--- src/sv/ps2_device_link_engine_defines.svh ---
// ---------------------------------------------------------------------------
// ps2_device_link_engine_defines
// assertion macros for the ps2 device link engine
// ---------------------------------------------------------------------------
`ifndef PS2_DEVICE_LINK_ENGINE_DEFINES_SVH
`define PS2_DEVICE_LINK_ENGINE_DEFINES_SVH

// same-cycle implication, checked out of reset
`define PS2DLE_ASSERT_NOW(name, clk, rst_n, ante, cons) \
    name: assert property (@(posedge clk) disable iff (!rst_n) (ante) |-> (cons)) \
        else $error("ps2dle check failed");

// next-cycle implication, checked out of reset
`define PS2DLE_ASSERT_NEXT(name, clk, rst_n, ante, cons) \
    name: assert property (@(posedge clk) disable iff (!rst_n) (ante) |=> (cons)) \
        else $error("ps2dle check failed");

`endif

--- src/sv/ps2dle_pkg.sv ---
// ---------------------------------------------------------------------------
// ps2dle_pkg
// types and constants of the ps2 device link engine
// ---------------------------------------------------------------------------
package ps2dle_pkg;

    // item commands
    localparam logic [1:0] CMD_TICK  = 2'd0;
    localparam logic [1:0] CMD_QUEUE = 2'd1;
    localparam logic [1:0] CMD_TAKE  = 2'd2;

    // byte group lengths
    localparam logic [1:0] GL_ONE = 2'd1;
    localparam logic [1:0] GL_TWO = 2'd2;

    // position inside the group being sent
    localparam logic [1:0] GP_NONE   = 2'd0;
    localparam logic [1:0] GP_FIRST  = 2'd1;
    localparam logic [1:0] GP_SECOND = 2'd2;

    // holdoff register reset value
    localparam logic [3:0] HOLDOFF_RESET = 4'd2;

    // half-bit count at the end of eight data bits
    localparam logic [4:0] HALF_BIT_END = 5'd16;

    typedef enum logic [3:0] {
        PH_IDLE       = 4'd0,
        PH_TX_CLK_LOW = 4'd1,
        PH_TX_CLK_REL = 4'd2,
        PH_TX_BITS    = 4'd3,
        PH_TX_PAR_REL = 4'd4,
        PH_TX_STOP    = 4'd5,
        PH_TX_END     = 4'd6,
        PH_RX_BITS    = 4'd7,
        PH_RX_A       = 4'd8,
        PH_RX_B       = 4'd9,
        PH_RX_C       = 4'd10,
        PH_RX_D       = 4'd11,
        PH_RX_END     = 4'd12
    } phase_t;

    typedef struct packed {
        logic [1:0] cmd;
        logic       clk_level;
        logic       data_level;
        logic [1:0] group_size;
        logic [7:0] byte_first;
        logic [7:0] byte_second;
    } item_t;

    typedef struct packed {
        logic       clk_drive_low;
        logic       data_drive_low;
        logic       rx_valid;
        logic [7:0] rx_value;
        logic       group_dropped;
    } result_t;

    // one queued group as held in the send queue
    typedef struct packed {
        logic       two;
        logic [7:0] byte_a;
        logic [7:0] byte_b;
    } send_group_t;

endpackage

--- src/sv/ps2dle_fifo.sv ---
// ---------------------------------------------------------------------------
// ps2dle_fifo
// ring queue in a memory with the front entry prefetched into a register
// ---------------------------------------------------------------------------
module ps2dle_fifo #(
    parameter int DEPTH = 32,
    parameter int WIDTH = 8
) (
    input  logic                       clk,
    input  logic                       rst_n,
    input  logic                       push,
    input  logic                       pop,
    input  logic [WIDTH-1:0]           push_data,
    output logic [WIDTH-1:0]           front,
    output logic [$clog2(DEPTH+1)-1:0] count
);

    localparam int AW = $clog2(DEPTH);
    localparam int CW = $clog2(DEPTH+1);

    logic [WIDTH-1:0] mem [DEPTH];
    logic [AW-1:0]    head_reg;
    logic [AW-1:0]    head_next;
    logic [AW-1:0]    tail_reg;
    logic [AW-1:0]    tail_next;
    logic [CW-1:0]    count_reg;
    logic [CW-1:0]    count_next;
    logic [WIDTH-1:0] rd_reg;
    logic             byp_reg;
    logic [WIDTH-1:0] byp_data_reg;

    // pointer and fill update
    always_comb
    begin
        head_next  = head_reg;
        tail_next  = tail_reg;
        count_next = count_reg;
        if (push)
        begin
            head_next = (head_reg == AW'(DEPTH - 1)) ? '0 : head_reg + 1'b1;
        end
        if (pop)
        begin
            tail_next = (tail_reg == AW'(DEPTH - 1)) ? '0 : tail_reg + 1'b1;
        end
        if (push && !pop)
        begin
            count_next = count_reg + 1'b1;
        end
        else if (pop && !push)
        begin
            count_next = count_reg - 1'b1;
        end
    end

    always_ff @(posedge clk or negedge rst_n)
    begin
        if (!rst_n)
        begin
            head_reg  <= '0;
            tail_reg  <= '0;
            count_reg <= '0;
            byp_reg   <= 1'b0;
        end
        else
        begin
            head_reg  <= head_next;
            tail_reg  <= tail_next;
            count_reg <= count_next;
            byp_reg   <= push && (head_reg == tail_next);
        end
    end

    // memory write and prefetch of the next front entry
    always_ff @(posedge clk)
    begin
        if (push)
        begin
            mem[head_reg] <= push_data;
        end
        rd_reg       <= mem[tail_next];
        byp_data_reg <= push_data;
    end

    // a write to the front slot wins over the stale read
    assign front = byp_reg ? byp_data_reg : rd_reg;
    assign count = count_reg;

endmodule

--- src/sv/ps2_device_link_engine.sv ---
// ---------------------------------------------------------------------------
// ps2_device_link_engine
// order: an item is taken into the input register, then its result into the result register
// throughput: one item per cycle while the result is not stalled, set by the single
//   stage between the input register and the result register
// reset: asynchronous, lines released, queues empty, holdoff register 2
// ---------------------------------------------------------------------------
`include "ps2_device_link_engine_defines.svh"

module ps2_device_link_engine
    import ps2dle_pkg::*;
#(
    parameter int QUEUE_DEPTH = 32
) (
    input  logic       clk,
    input  logic       rst_n,
    input  logic       cfg_wr_en,
    input  logic [3:0] cfg_wr_data,
    input  logic       item_valid,
    output logic       item_stall,
    input  item_t      item,
    output logic       result_valid,
    input  logic       result_stall,
    output result_t    result
);

    localparam int CW = $clog2(QUEUE_DEPTH + 1);

    // handshake and stage registers
    logic        item_valid_reg;
    item_t       item_reg;
    logic        result_valid_reg;
    result_t     result_reg;
    result_t     result_next;
    logic        advance;
    logic        process;

    // link state
    logic [3:0]  cfg_holdoff_reg;
    phase_t      phase_reg;
    phase_t      phase_next;
    logic [4:0]  half_reg;
    logic [4:0]  half_next;
    logic [7:0]  send_shift_reg;
    logic [7:0]  send_shift_next;
    logic [7:0]  recv_shift_reg;
    logic [7:0]  recv_shift_next;
    logic        parity_reg;
    logic        parity_next;
    logic [3:0]  holdoff_reg;
    logic [3:0]  holdoff_next;
    logic [1:0]  group_len_reg;
    logic [1:0]  group_len_next;
    logic [1:0]  group_pos_reg;
    logic [1:0]  group_pos_next;
    logic [CW-1:0] slot_count_reg;
    logic [CW-1:0] slot_count_next;
    logic        clk_hold_reg;
    logic        clk_hold_next;
    logic        data_hold_reg;
    logic        data_hold_next;

    // queue interfaces
    logic        grp_push;
    logic        grp_pop;
    send_group_t grp_in;
    send_group_t grp_front;
    logic [CW-1:0] grp_count;
    logic        rx_push;
    logic        rx_pop;
    logic [7:0]  rx_front;
    logic [CW-1:0] rx_count;
    logic [CW:0] need_slots;

    // send queue, one entry per group
    ps2dle_fifo #(
        .DEPTH (QUEUE_DEPTH),
        .WIDTH ($bits(send_group_t))
    ) u_send_fifo (
        .clk       (clk),
        .rst_n     (rst_n),
        .push      (grp_push),
        .pop       (grp_pop),
        .push_data (grp_in),
        .front     (grp_front),
        .count     (grp_count)
    );

    // receive queue, one entry per byte
    ps2dle_fifo #(
        .DEPTH (QUEUE_DEPTH),
        .WIDTH (8)
    ) u_recv_fifo (
        .clk       (clk),
        .rst_n     (rst_n),
        .push      (rx_push),
        .pop       (rx_pop),
        .push_data (recv_shift_reg),
        .front     (rx_front),
        .count     (rx_count)
    );

    // stage flow
    assign advance      = !result_valid_reg || !result_stall;
    assign process      = item_valid_reg && advance;
    assign item_stall   = item_valid_reg && !advance;
    assign result_valid = result_valid_reg;
    assign result       = result_reg;

    assign grp_in.two    = (item_reg.group_size == GL_TWO);
    assign grp_in.byte_a = item_reg.byte_first;
    assign grp_in.byte_b = item_reg.byte_second;

    // slots in use once this group is queued, its length entry included
    assign need_slots = {1'b0, slot_count_reg}
                      + (grp_in.two ? (CW+1)'(3) : (CW+1)'(2));

    // one item: link step, group queueing or byte take
    always_comb
    begin
        phase_next      = phase_reg;
        half_next       = half_reg;
        send_shift_next = send_shift_reg;
        recv_shift_next = recv_shift_reg;
        parity_next     = parity_reg;
        holdoff_next    = holdoff_reg;
        group_len_next  = group_len_reg;
        group_pos_next  = group_pos_reg;
        slot_count_next = slot_count_reg;
        clk_hold_next   = clk_hold_reg;
        data_hold_next  = data_hold_reg;
        grp_push        = 1'b0;
        grp_pop         = 1'b0;
        rx_push         = 1'b0;
        rx_pop          = 1'b0;
        result_next     = '0;

        if (process)
        begin
            unique case (item_reg.cmd)
                CMD_TICK:
                begin
                    unique case (phase_reg)
                        PH_IDLE:
                        begin
                            priority if (!item_reg.clk_level)
                            begin
                                holdoff_next = cfg_holdoff_reg;
                            end
                            else if (!item_reg.data_level)
                            begin
                                half_next       = '0;
                                recv_shift_next = '0;
                                phase_next      = PH_RX_BITS;
                            end
                            else if (holdoff_reg != '0)
                            begin
                                holdoff_next = holdoff_reg - 4'd1;
                            end
                            else
                            begin
                                if (slot_count_reg != '0)
                                begin
                                    holdoff_next   = cfg_holdoff_reg;
                                    phase_next     = PH_TX_CLK_LOW;
                                    data_hold_next = 1'b1;
                                    // a fresh group consumes its length entry
                                    if (group_pos_reg == GP_NONE)
                                    begin
                                        group_len_next  = grp_front.two ? GL_TWO : GL_ONE;
                                        slot_count_next = slot_count_reg - 1'b1;
                                        group_pos_next  = GP_FIRST;
                                    end
                                    send_shift_next = (group_pos_reg == GP_SECOND) ?
                                                      grp_front.byte_b : grp_front.byte_a;
                                end
                            end
                        end
                        PH_TX_CLK_LOW:
                        begin
                            clk_hold_next = 1'b1;
                            phase_next    = PH_TX_CLK_REL;
                        end
                        PH_TX_CLK_REL:
                        begin
                            clk_hold_next = 1'b0;
                            phase_next    = PH_TX_BITS;
                            parity_next   = 1'b1;
                            half_next     = '0;
                        end
                        PH_TX_BITS:
                        begin
                            if (half_reg < HALF_BIT_END)
                            begin
                                if (!half_reg[0])
                                begin
                                    if (!item_reg.clk_level)
                                    begin
                                        // host holds the clock: abandon the frame
                                        phase_next     = PH_IDLE;
                                        group_pos_next = GP_FIRST;
                                        data_hold_next = 1'b0;
                                    end
                                    else
                                    begin
                                        data_hold_next = !send_shift_reg[0];
                                        parity_next    = parity_reg ^ send_shift_reg[0];
                                        clk_hold_next  = 1'b1;
                                    end
                                    send_shift_next = {1'b0, send_shift_reg[7:1]};
                                end
                                else
                                begin
                                    clk_hold_next = 1'b0;
                                end
                                half_next = half_reg + 5'd1;
                            end
                            else if (!item_reg.clk_level)
                            begin
                                phase_next     = PH_IDLE;
                                group_pos_next = GP_FIRST;
                                data_hold_next = 1'b0;
                            end
                            else
                            begin
                                data_hold_next = !parity_reg;
                                clk_hold_next  = 1'b1;
                                phase_next     = PH_TX_PAR_REL;
                            end
                        end
                        PH_TX_PAR_REL:
                        begin
                            clk_hold_next = 1'b0;
                            phase_next    = PH_TX_STOP;
                        end
                        PH_TX_STOP:
                        begin
                            if (!item_reg.clk_level)
                            begin
                                phase_next     = PH_IDLE;
                                group_pos_next = GP_FIRST;
                                data_hold_next = 1'b0;
                            end
                            else
                            begin
                                data_hold_next = 1'b0;
                                clk_hold_next  = 1'b1;
                                phase_next     = PH_TX_END;
                            end
                        end
                        PH_TX_END:
                        begin
                            clk_hold_next = 1'b0;
                            phase_next    = PH_IDLE;
                            // move on to the second byte or retire the group
                            if (group_pos_reg == GP_FIRST)
                            begin
                                if (group_len_reg == GL_TWO)
                                begin
                                    group_pos_next = GP_SECOND;
                                end
                                else
                                begin
                                    grp_pop         = 1'b1;
                                    slot_count_next = slot_count_reg - 1'b1;
                                    group_pos_next  = GP_NONE;
                                end
                            end
                            else if (group_pos_reg == GP_SECOND)
                            begin
                                grp_pop         = 1'b1;
                                slot_count_next = slot_count_reg - CW'(2);
                                group_pos_next  = GP_NONE;
                            end
                        end
                        PH_RX_BITS:
                        begin
                            if (half_reg < HALF_BIT_END)
                            begin
                                if (!half_reg[0])
                                begin
                                    clk_hold_next = 1'b1;
                                end
                                else
                                begin
                                    clk_hold_next   = 1'b0;
                                    recv_shift_next = {item_reg.data_level,
                                                       recv_shift_reg[7:1]};
                                end
                                half_next = half_reg + 5'd1;
                            end
                            else
                            begin
                                clk_hold_next = 1'b1;
                                half_next     = '0;
                                phase_next    = PH_RX_A;
                            end
                        end
                        PH_RX_A:
                        begin
                            clk_hold_next = 1'b0;
                            phase_next    = PH_RX_B;
                        end
                        PH_RX_B:
                        begin
                            clk_hold_next = 1'b1;
                            phase_next    = PH_RX_C;
                        end
                        PH_RX_C:
                        begin
                            clk_hold_next  = 1'b0;
                            data_hold_next = 1'b1;
                            phase_next     = PH_RX_D;
                        end
                        PH_RX_D:
                        begin
                            clk_hold_next = 1'b1;
                            phase_next    = PH_RX_END;
                        end
                        PH_RX_END:
                        begin
                            clk_hold_next  = 1'b0;
                            data_hold_next = 1'b0;
                            phase_next     = PH_IDLE;
                            // a full receive queue drops the byte
                            rx_push = (rx_count != CW'(QUEUE_DEPTH - 1));
                        end
                        default:
                        begin
                            clk_hold_next  = 1'b0;
                            data_hold_next = 1'b0;
                            phase_next     = PH_IDLE;
                        end
                    endcase
                end
                CMD_QUEUE:
                begin
                    if (need_slots > (CW+1)'(QUEUE_DEPTH - 1))
                    begin
                        result_next.group_dropped = 1'b1;
                    end
                    else
                    begin
                        grp_push        = 1'b1;
                        slot_count_next = slot_count_reg
                                        + (grp_in.two ? CW'(3) : CW'(2));
                    end
                end
                CMD_TAKE:
                begin
                    if (rx_count != '0)
                    begin
                        rx_pop               = 1'b1;
                        result_next.rx_valid = 1'b1;
                        result_next.rx_value = rx_front;
                    end
                end
                default:
                begin
                end
            endcase
        end

        result_next.clk_drive_low  = clk_hold_next;
        result_next.data_drive_low = data_hold_next;
    end

    // control and link state registers
    always_ff @(posedge clk or negedge rst_n)
    begin
        if (!rst_n)
        begin
            item_valid_reg   <= 1'b0;
            result_valid_reg <= 1'b0;
            cfg_holdoff_reg  <= HOLDOFF_RESET;
            phase_reg        <= PH_IDLE;
            half_reg         <= '0;
            send_shift_reg   <= '0;
            recv_shift_reg   <= '0;
            parity_reg       <= 1'b0;
            holdoff_reg      <= '0;
            group_len_reg    <= '0;
            group_pos_reg    <= GP_NONE;
            slot_count_reg   <= '0;
            clk_hold_reg     <= 1'b0;
            data_hold_reg    <= 1'b0;
        end
        else
        begin
            if (!item_stall)
            begin
                item_valid_reg <= item_valid;
            end
            if (advance)
            begin
                result_valid_reg <= item_valid_reg;
            end
            if (cfg_wr_en)
            begin
                cfg_holdoff_reg <= cfg_wr_data;
            end
            phase_reg      <= phase_next;
            half_reg       <= half_next;
            send_shift_reg <= send_shift_next;
            recv_shift_reg <= recv_shift_next;
            parity_reg     <= parity_next;
            holdoff_reg    <= holdoff_next;
            group_len_reg  <= group_len_next;
            group_pos_reg  <= group_pos_next;
            slot_count_reg <= slot_count_next;
            clk_hold_reg   <= clk_hold_next;
            data_hold_reg  <= data_hold_next;
        end
    end

    // item and result payload
    always_ff @(posedge clk)
    begin
        if (item_valid && !item_stall)
        begin
            item_reg <= item;
        end
        if (process)
        begin
            result_reg <= result_next;
        end
    end

    // send slots are in use exactly while a group sits in the queue
    `PS2DLE_ASSERT_NOW(a_slots_match_groups, clk, rst_n, 1'b1,
        (slot_count_reg == '0) == (grp_count == '0))

    // the send queue keeps one slot spare
    `PS2DLE_ASSERT_NOW(a_slots_bounded, clk, rst_n, 1'b1,
        slot_count_reg <= CW'(QUEUE_DEPTH - 1))

    // the receive queue keeps one slot spare
    `PS2DLE_ASSERT_NOW(a_recv_bounded, clk, rst_n, 1'b1,
        rx_count <= CW'(QUEUE_DEPTH - 1))

    // input stalls only behind a held result
    `PS2DLE_ASSERT_NOW(a_stall_cause, clk, rst_n, item_stall,
        result_valid_reg && result_stall)

    // a mid-frame group always has its slots still counted
    `PS2DLE_ASSERT_NEXT(a_pos_has_group, clk, rst_n, group_pos_reg != GP_NONE,
        slot_count_reg != '0 || group_pos_reg == GP_NONE)

endmodule

--- config.mk ---
export PLATFORM = sky130hd
export DESIGN_NAME = ps2_device_link_engine
export DESIGN_NICKNAME = d
export VERILOG_FILES = /design/src/sv/ps2dle_pkg.sv /design/src/sv/ps2dle_fifo.sv /design/src/sv/ps2_device_link_engine.sv
export VERILOG_INCLUDE_DIRS = /design/src /design/src/sv
export SDC_FILE = /design/constraint.sdc
export NUM_CORES = 1
export LEC_CHECK = 0
export CORE_AREA = 2 2 362 364
export DETAILED_ROUTE_END_ITERATION = 8
export DIE_AREA = 0 0 364 366
export DONT_BUFFER_PORTS = 1
export PLACE_DENSITY_LB_ADDON = 0.12
export SLEW_MARGIN = 40
export SYNTH_ARGS = -nofsm -noshare
export SYNTH_HDL_FRONTEND = slang
export SYNTH_SLANG_ARGS = --single-unit
--- constraint.sdc ---
create_clock -name clk -period 4 [get_ports clk]
set_input_delay 0 -clock clk [delete_from_list [all_inputs] [get_ports clk]]
set_output_delay 0 -clock clk [all_outputs]
set_load 0.1 [all_outputs]
==> impl_metrics.ini <==
[hold_path]
min_path_cells = 4
hp-class = primary input to register

[critical_path]
rr_endpoint = u_recv_fifo.rd_reg[4]
worstSetupStartpointType = register
crit_end = u_recv_fifo.rd_reg[4]
crit_path_start = u_recv_fifo.count[3]
crit_buf_inv = 3
arrival_ns = 4.44
crit_path_frequent_cell = buf_4
reg2reg_depth = 10
slowest_stage = or4_4
r2r_start = u_recv_fifo.count[3]
crit_family = compound AO/OA/AOI/OAI gates
crit_chain = or4_4, o211a_1, mux2i_4, inv_2, buf_4, buf_4, nand2_1, a311oi_1, a21oi_1, a221oi_1
reg2reg_slack_ns = 0.20
critical_path.max_stage_delay_ns = 0.58
critPathRequiredTime_ns = 4.65
path_depth = 10
worst-path-max-fanout = 29
end_kind = register
worstSetupPathType = register to register

[power]
finalPower_mw = 27.5
p_leak_nw = 16.5
power_density_nw_per_um2 = 600
irDropWorstVdd_mv = 0.352

[logic_synthesis]
synth_cells = 2710
synth_top_area_cell = edfxtp_1
yosysSeqAreaShare_pct = 72.3
synth_nets = 2776
yosys_warnings = 0
synth_enable_flop_cells = 834
yosysMostFrequentCell = edfxtp_1
ys_async_sr_fraction_pct = 7.92
synthFlopType = edfxtp_1
synth_area_leaders = edfxtp_1 (65%), mux2i_1 (6.5%), dfrtp_1 (4.9%), nand2_1 (4.3%), dfxtp_1 (2.6%)
syn_area_per_cell_sq_um = 14.3
yosysUniqueCellTypes = 70
synthTopCellsByCount = edfxtp_1 (834), nand2_1 (438), mux2i_1 (249), nor2_1 (119), a21oi_1 (103)
netlist_area_sq_um = 38600
synth-seq-cells = 960
yosys.area.top_type_share_pct = 64.8

[clock_tree]
cts_tree = built
cts_max_path_buffers = 3
path_clk_slew_ns = 0.07
cts.sinks = 960
numCtsBuffers = 109
clk_latency_ns = 0.74
cts_root_buf = clkbuf_16
htree_levels = 3

[sta]
setup_viol = 0
hold_viol_final = 0
period_needed_ns = 3.80
slew_headroom_pct = 40.7
finalClockSkew_ns = 0.0482
max_freq_mhz = 263
finalCritPeriodShare_pct = 94.9
worstMarginPinSlew_ns = 0.891
tns_ns = 0
rsz0062_at_grt = no
slew_viol_final = 0

[layout]
final_nets = 2927
fillers = 12400
seqCellArea_sq_um = 28000
drive_gt1_share_pct = 12.5
reg_top3 = u_send_fifo.mem x544, u_recv_fifo.mem x256
syn2layout_area_growth_pct = 18.8
multi_input_area_sq_um = 10000
largest_reg_flops = 544
largest-register = u_send_fifo.mem

[global_routing]
grt_max_degree = 90
grt_antenna_before_repair = 7
grt_usage_pct = 16.5
grt_remaining_overflow = 0
grt_first_pass_wirelength_um = 162000
first_global_vias = 23500

[floorplan]
die_area_sq_um = 133000
start_util_pct = 30.0
dieWidth_um = 364
rows = 132
num_io_pins = 45
die-height_um = 366
core_sq_um = 129000

[route]
post_drt_wl_per_cell_um = 23.6
via_count = 23100
drt-initial-drc-count = 1823
wirelength_um = 111000
dr.pass1.iters = 7
ant_nets = 0
post-route-drc-count = 0
viasPerCell = 4.91

[flow_run]
max_cap_viol_count = 0

[placement]
gp_congestion = 0.817
hpwl_um = 67800
io_buffers = 0

[outcome]
status = completed
## per-stage QoR
step	instances	setup WS (ns)	instance area (sq um)	util (%)	hold WS [ns]
CTS	4696	0.0324	45800	35.5	0.339
floorplan	2710	0.0299	38700	-	-0.296
finish	4701	0.204	45900	35.6	0.400
global placement	4425	0.0729	41300	32.0	-0.294
detailed placement	4428	0.00546	41400	32.1	-0.294
global route	4699	0.0424	45900	35.6	0.397
## routing by layer
metal | part of all wire (%) | global-route usage (%)
met3 | 4.9 | 3.44
met5 | 0.0090 | 0
met1 | 43 | 21.3
met2 | 49 | 27.4
met4 | 3.3 | 5.69
## logic make-up (layout without fill, tap and decap cells)
kind of cell               count (synthesis)  after routing  synth area share [%]
other                                      0              2                     0
adders and majority gates                 35             35                  1.15
AOI/OAI and AO/OA                        404            404                  7.06
buffers and inverters                    190            437                  2.12
and+or+nand+nor                          835            835                  9.66
muxes                                    267            267                  7.24
xor gates and xnor gates                  19             19                 0.431
DFF                                      960            960                  72.3
## worst reg2reg max path, stage by stage, from the launching register on
cell and delay, ns:
dfrtp_1 0.42, or4_4 0.58, o211a_1 0.44, mux2i_4 0.33, inv_2 0.14, buf_4 0.39, buf_4 0.32, nand2_1 0.08
a311oi_1 0.51, a21oi_1 0.18, a221oi_1 0.32
## placed cells by master (no fill, tap or decap), types with 19 or more instances in the layout
master	netlist	final
clkbuf_16	0	110
o22ai_1	23	20
nand3_1	99	99
nor4_1	21	20
nand2_1	438	438
o21ai_0	71	70
dlygate4sd3_1	0	59
and3_1	86	86
a31oi_1	30	30
dfxtp_1	50	50
ha_1	34	34
clkinv_1	1	23
dfrtp_1	75	68
a221oi_1	32	32
nor2_1	119	102
clkbuf_1	86	19
edfxtp_1	834	834
inv_1	42	40
mux2i_1	249	246
a21oi_1	103	102
a32oi_1	35	35
a211oi_1	36	36
clkinv_2	0	23
buf_4	5	105
## area by class of cell
type	instances	area share [%]
repair buffers	185	4.01
multi-input cells	1560	21.8
well taps	1742	4.75
clock buffers	133	6.25
clock inverters	74	1.85
diodes	2	0.0109
flip-flops and latches	960	60.9
inverters	45	0.379
## what timing repair did
| action | in CTS | in global routing |
|---|---|---|
| buffers inserted | 0 | 2 |
| setup endpoints to repair | 1 | 6 |
| hold buffers | 61 | 0 |
| hold endpoints to repair | 141 | 0 |
| resized for setup | 1 | 5 |
## report_power, final
group / total, mW / switching [mW] / internal, mW
Clock: 10.3 / 4.28 / 5.99
Sequential: 12.5 / 0.838 / 11.6
Combinational: 4.81 / 3.10 / 1.71
Total: 27.5 / 8.22 / 19.3
## how the worst min path moves through the flow
stage / startpoint / to / slack (ns)
floorplan: rst_n / cfg_holdoff_reg[0] / -0.30
global placement: rst_n / holdoff_reg[0] / -0.29
detailed placement: rst_n / holdoff_reg[0] / -0.29
CTS: result_stall / result[0] / 0.34
global route: item[13] / grp_in[13] / 0.40
finish: result_stall / result[0] / 0.40
Power figures use the tool's default switching activity.
